File: src/hw/rtl/natpmt_ram.sv
// Generic single-port synchronous RAM, registered read.
// No dependencies.
module natpmt_ram #(
  parameter int WIDTH = 8,
  parameter int DEPTH = 256
) (
  input  logic                     clk,
  input  logic                     we,
  input  logic [$clog2(DEPTH)-1:0] addr,
  input  logic [WIDTH-1:0]         wdata,
  output logic [WIDTH-1:0]         rdata
);

  logic [WIDTH-1:0] mem_r [DEPTH];

  always_ff @(posedge clk) begin
    if (we) begin
      mem_r[addr] <= wdata;
    end else begin
      rdata <= mem_r[addr];
    end
  end

endmodule

File: config.mk
export PLATFORM = sky130hd
export DESIGN_NAME = natpmt_ram
export DESIGN_NICKNAME = d
export VERILOG_FILES = /design/src/hw/rtl/natpmt_ram.sv
export SDC_FILE = /design/constraint.sdc
export NUM_CORES = 2
export LEC_CHECK = 0
export BUFFER_PORTS_ARGS = -buffer_cell sky130_fd_sc_hd__buf_2
export CAP_MARGIN = 0
export CORE_MARGIN = 2
export CORE_UTILIZATION = 47
export DETAILED_ROUTE_END_ITERATION = 7
export GPL_TIMING_DRIVEN = 0
export PLACE_DENSITY_LB_ADDON = 0.08
export SYNTH_ARGS = -nofsm -noshare
export SYNTH_HDL_FRONTEND = slang
export SYNTH_SLANG_ARGS = --single-unit
File: constraint.sdc
create_clock -name clk -period 2.9 [get_ports clk]
set_input_delay 0.145 -clock clk [delete_from_list [all_inputs] [get_ports clk]]
set_output_delay 0.145 -clock clk [all_outputs]
set_load 0.02 [all_outputs]
# Yosys cells after proc, flatten, opt, wreduce, memory -nomap -nowiden
# Memory sizes are Yosys's and may differ from the RTL's. A register that Yosys moved wholly into a read port is not among the register bits.
# Cells that the tools add are included.
op_classes:
  mux: 2
  n_reduce_logical: 1
op_table:
  columns: ["operator", "count"]
  rows:
  - ["$mux W1", 2]
  - ["$logic_not A1 Y1", 1]
totals:
  in_bits: 18
  register_bits: 0
  memories: 1
  ram_bits: 2048
  wordCells: 4
mem_list:
  columns: ["memory", "depth", "width", "read_ports", "rd_ports_with_merged_regs", "wr", "line_no", "rtl"]
  rows:
  - ["mem_r", 256, 8, 1, 1, 1, "14", "logic [WIDTH-1:0] mem_r [DEPTH];"]

# Depth between registers and ports, before layout
logic_depth:
  ltp_word: 2
  depth_mapped: 8
  mapped_depth_nobuf: 5

# Worst setup path before layout
# OpenSTA, ideal clock, no wires.
synth_path:
  path_type: "input -> register"
  start: "in addr[0]"
  end: "mem mem_r[107][0] (enable)"
  cell_stages: 8
  slack_ns: 0.581
  setup_ns: 0.370
  n_path_buf: 4
  arrival_time_ns: 1.949
  cell_sequence: "buf_2 -> buf_2 -> clkbuf_1 -> nand2_1 -> nor2_1 -> nand2_1 -> clkbuf_1 -> nor2_1"
synth_rtl:
  columns: ["item", "line_no", "rtl"]
  rows:
  - ["start: declaration", "9", "input logic [$clog2(DEPTH)-1:0] addr,"]
  - ["end: declaration", "14", null]
# No word-level cell before the write port.

# Worst setup path in the final report
layout_path:
  start: "in addr[6]"
  end: "mem mem_r[62][1] (enable)"
# No word-level cell before the write port.

==> run summary <==
first-pass GRT wire length - 304 mm
min-delay src - addr[6]
Via density - 6.27
final net count - 3,826
Detail Placement HPWL - 146 mm
crit path DAT - 3430 ps
Post-Syn Instances - 3,545
final-report max-slew violation count - 0
Top Usage Layer GRT - met2
GPL Wtd Cong - 0.885
placed insts - 5,794
Hold Worst Slack - 177 ps
layout cell share with drive strength beyond 1 - 28.5%
vias in the first global route - 39.2k
CP Capture Type - register
Netlist Area Pre-Place - 0.0785 mm^2
initial antenna violation count - 14
Hold WC Path Type - primary input to register
total CTS buffers - 207
Slew @ Worst Pin - 1410 ps
clock latency on the worst-skew pair - 830 ps
die height - 413 um
status - complete, but fails checks
Root Buffer - clkbuf_16
Die ar. - 0.170 mm^2
total length of routed wires - 220 mm
GRT Resource Usage Total - 26.1%
CTS tree - built
ANT nets after route - 0
row count - 150
Clock Path Buffers - 3
Sink Count - 2,056
Power Density - 690 mW/mm^2
fin crit share - 103%
# diodes - 0
Post-synth ARST share - 0%
Leak - 27.0 nW
Yosys top cell area share - 78.6%
Syn Area/Cell - 22.2 um^2
max cap viols - 0
Setup violations, final - 158
post-synth net total - 3,563
count leader, synth - edfxtp_1
failing checks - setup timing
PnR worst setup slack - -80.1 ps
EDFF count, synth - 2,056
Port Buffers - 22
Slew headroom - 5.41%
Post-synth top cells - edfxtp_1, mux4_2, a22oi_1, nor2_1, clkbuf_1
Reg2Reg Launch Point - mem_r[204][4]
total grt overflow - 0
Pre-antenna DRT Iters - 7
via count - 38.8k
Setup Skew - 17.8 ps
core area - 0.166 mm^2
Power Total - 0.0619 W
post-synthesis register bit count - 2,056
Worst Path Max Fanout - 10
# Post-CTS Setup Buffers - 0
post-synthesis sequential area ratio - 78.6%
post-synthesis cell type count - 20
Area Overhead vs Synth - 14.1%
post-layout min period - 2980 ps
crit start category - primary input
VDD IR max - 0.664 mV
Fmax - 336 MHz
M1 GR Usage - 35.8%
Placed Area - 0.0820 mm^2
met3 usage - 5.73%
Iter 0 DRT Violations - 4,895
ys flop type - edfxtp_1
ranking of synthesized cells by area - edfxtp_1, mux4_2, a22oi_1
M2 GR Usage - 41.2%
largest net degree at the start of global routing - 145
RSZ-0062 raised after global routing - true
clock slew at the register clock pins of the worst setup and hold paths - 60 ps
Synth Warn # - 0
WL per Instance - 35.6 um
drc violations - 0
cell taking the most area after synthesis - edfxtp_1
crit path from - addr[6]
Die Wd - 413 um
post-route cell area - 0.0896 mm^2
initial core utilization - 47.2%
WS Path Type - primary input to register
htree depth - 4
Req. time, crit path - 3350 ps
Fillers - 12.6k
I/O pins - 26
final non-filler cell total - 6,191
Fin. Hold Viols - 0
kinds of logic after synthesis:
| kind of cell | count (synthesis) | synth area share, % |
|---|---|---|
| compound gates | 416 | 3.62 |
| buf+inv | 231 | 1.35 |
| flops | 2056 | 78.6 |
| mux | 512 | 14.7 |
| simple gates | 330 | 1.73 |
where the power goes:
group,internal [W],switching [W],total [W]
clock,0.0148,0.0112,0.0259
sequential,0.0328,0.0000378,0.0328
combinational,0.000983,0.00211,0.00310
total,0.0485,0.0133,0.0619
what timing repair did:
action | in CTS | in global routing
endpoints found under the setup margin | 1954 | 415
resized for setup | 232 | 50
hold endpoints to repair | 774 | 0
hold buffers | 8 | 0
through the flow:
stage	util, %	setup WS [ps]	TNS (ps)
floorplan	-	581	0
global placement	48.9	-3400	-7926270
detailed placement	49.3	-2820	-3763700
CTS	53.7	-14.7	-88.6
global route	53.8	-19.2	-276
finish	53.8	-80.1	-4650
metal layers:
layer / up-vias / part of all wire, %
li1: 15700 / -
met4: 12 / 3.9
met1: 20900 / 40
met3: 386 / 8.4
met2: 1823 / 48
met5: - / 0.033
worst max-delay path: stages:
cell      delay, ps
buf_2           120
nor2_1          890
clkbuf_1        500
nand2_1         530
clkbuf_1        490
nor2_1          750
layout by cell type (no fill, tap or decap), types with 3 or more instances in the layout:
cell / Yosys / routed
buf_2: 34 / 58
buf_6: 15 / 15
buf_16: 0 / 17
inv_6: 0 / 4
clkinv_8: 0 / 5
nor2b_1: 8 / 7
clkbuf_1: 140 / 135
nand3_2: 0 / 5
nand2_1: 25 / 23
nand2b_1: 5 / 5
mux4_2: 512 / 512
clkdlybuf4s15_2: 0 / 7
bufinv_16: 0 / 17
dlygate4sd3_1: 0 / 8
nor3_1: 27 / 20
clkbuf_2: 0 / 28
nand3_1: 17 / 12
buf_12: 0 / 3
clkbuf_4: 0 / 21
edfxtp_1: 2056 / 2056
o41ai_1: 32 / 24
a22oi_1: 256 / 256
buf_4: 10 / 10
o41ai_4: 0 / 8
a21oi_1: 128 / 126
clkinvlp_4: 0 / 5
clkinv_2: 0 / 39
nor2_1: 234 / 88
nor3_2: 0 / 7
clkbuf_16: 0 / 210
nor2_2: 0 / 112
buf_8: 0 / 8
nor2_4: 0 / 34
buf_1: 31 / 15
nand4_1: 9 / 9
clkinv_1: 0 / 64
cell type report:
type	count	area (um^2)	area share [%]
well taps	2204	2760	3.08
clock inverters	136	1140	1.27
clock buffers	252	5410	6.04
plain buffers	228	1220	1.37
multi-input cells	1258	16500	18.4
flip-flops and latches	2056	61700	68.9
inverters	1	3.75	0.00419
repair buffers	56	833	0.930
state kept, by name, indices dropped and copies added (netlist names):
| register | cells |
|---|---|
| mem_r | 2048 |
| rdata | 8 |
final timing paths:
kind / to / depth (start not counted) / slack, ps
setup reg to reg: rdata[4] / 5 / 110
hold reg to reg: rdata[3] / 5 / 1110
hold / removal: mem_r[170][5] / 4 / 180
setup / recovery: mem_r[62][1] / 6 / -80
No activity file was read; power rests on OpenSTA's default activity.
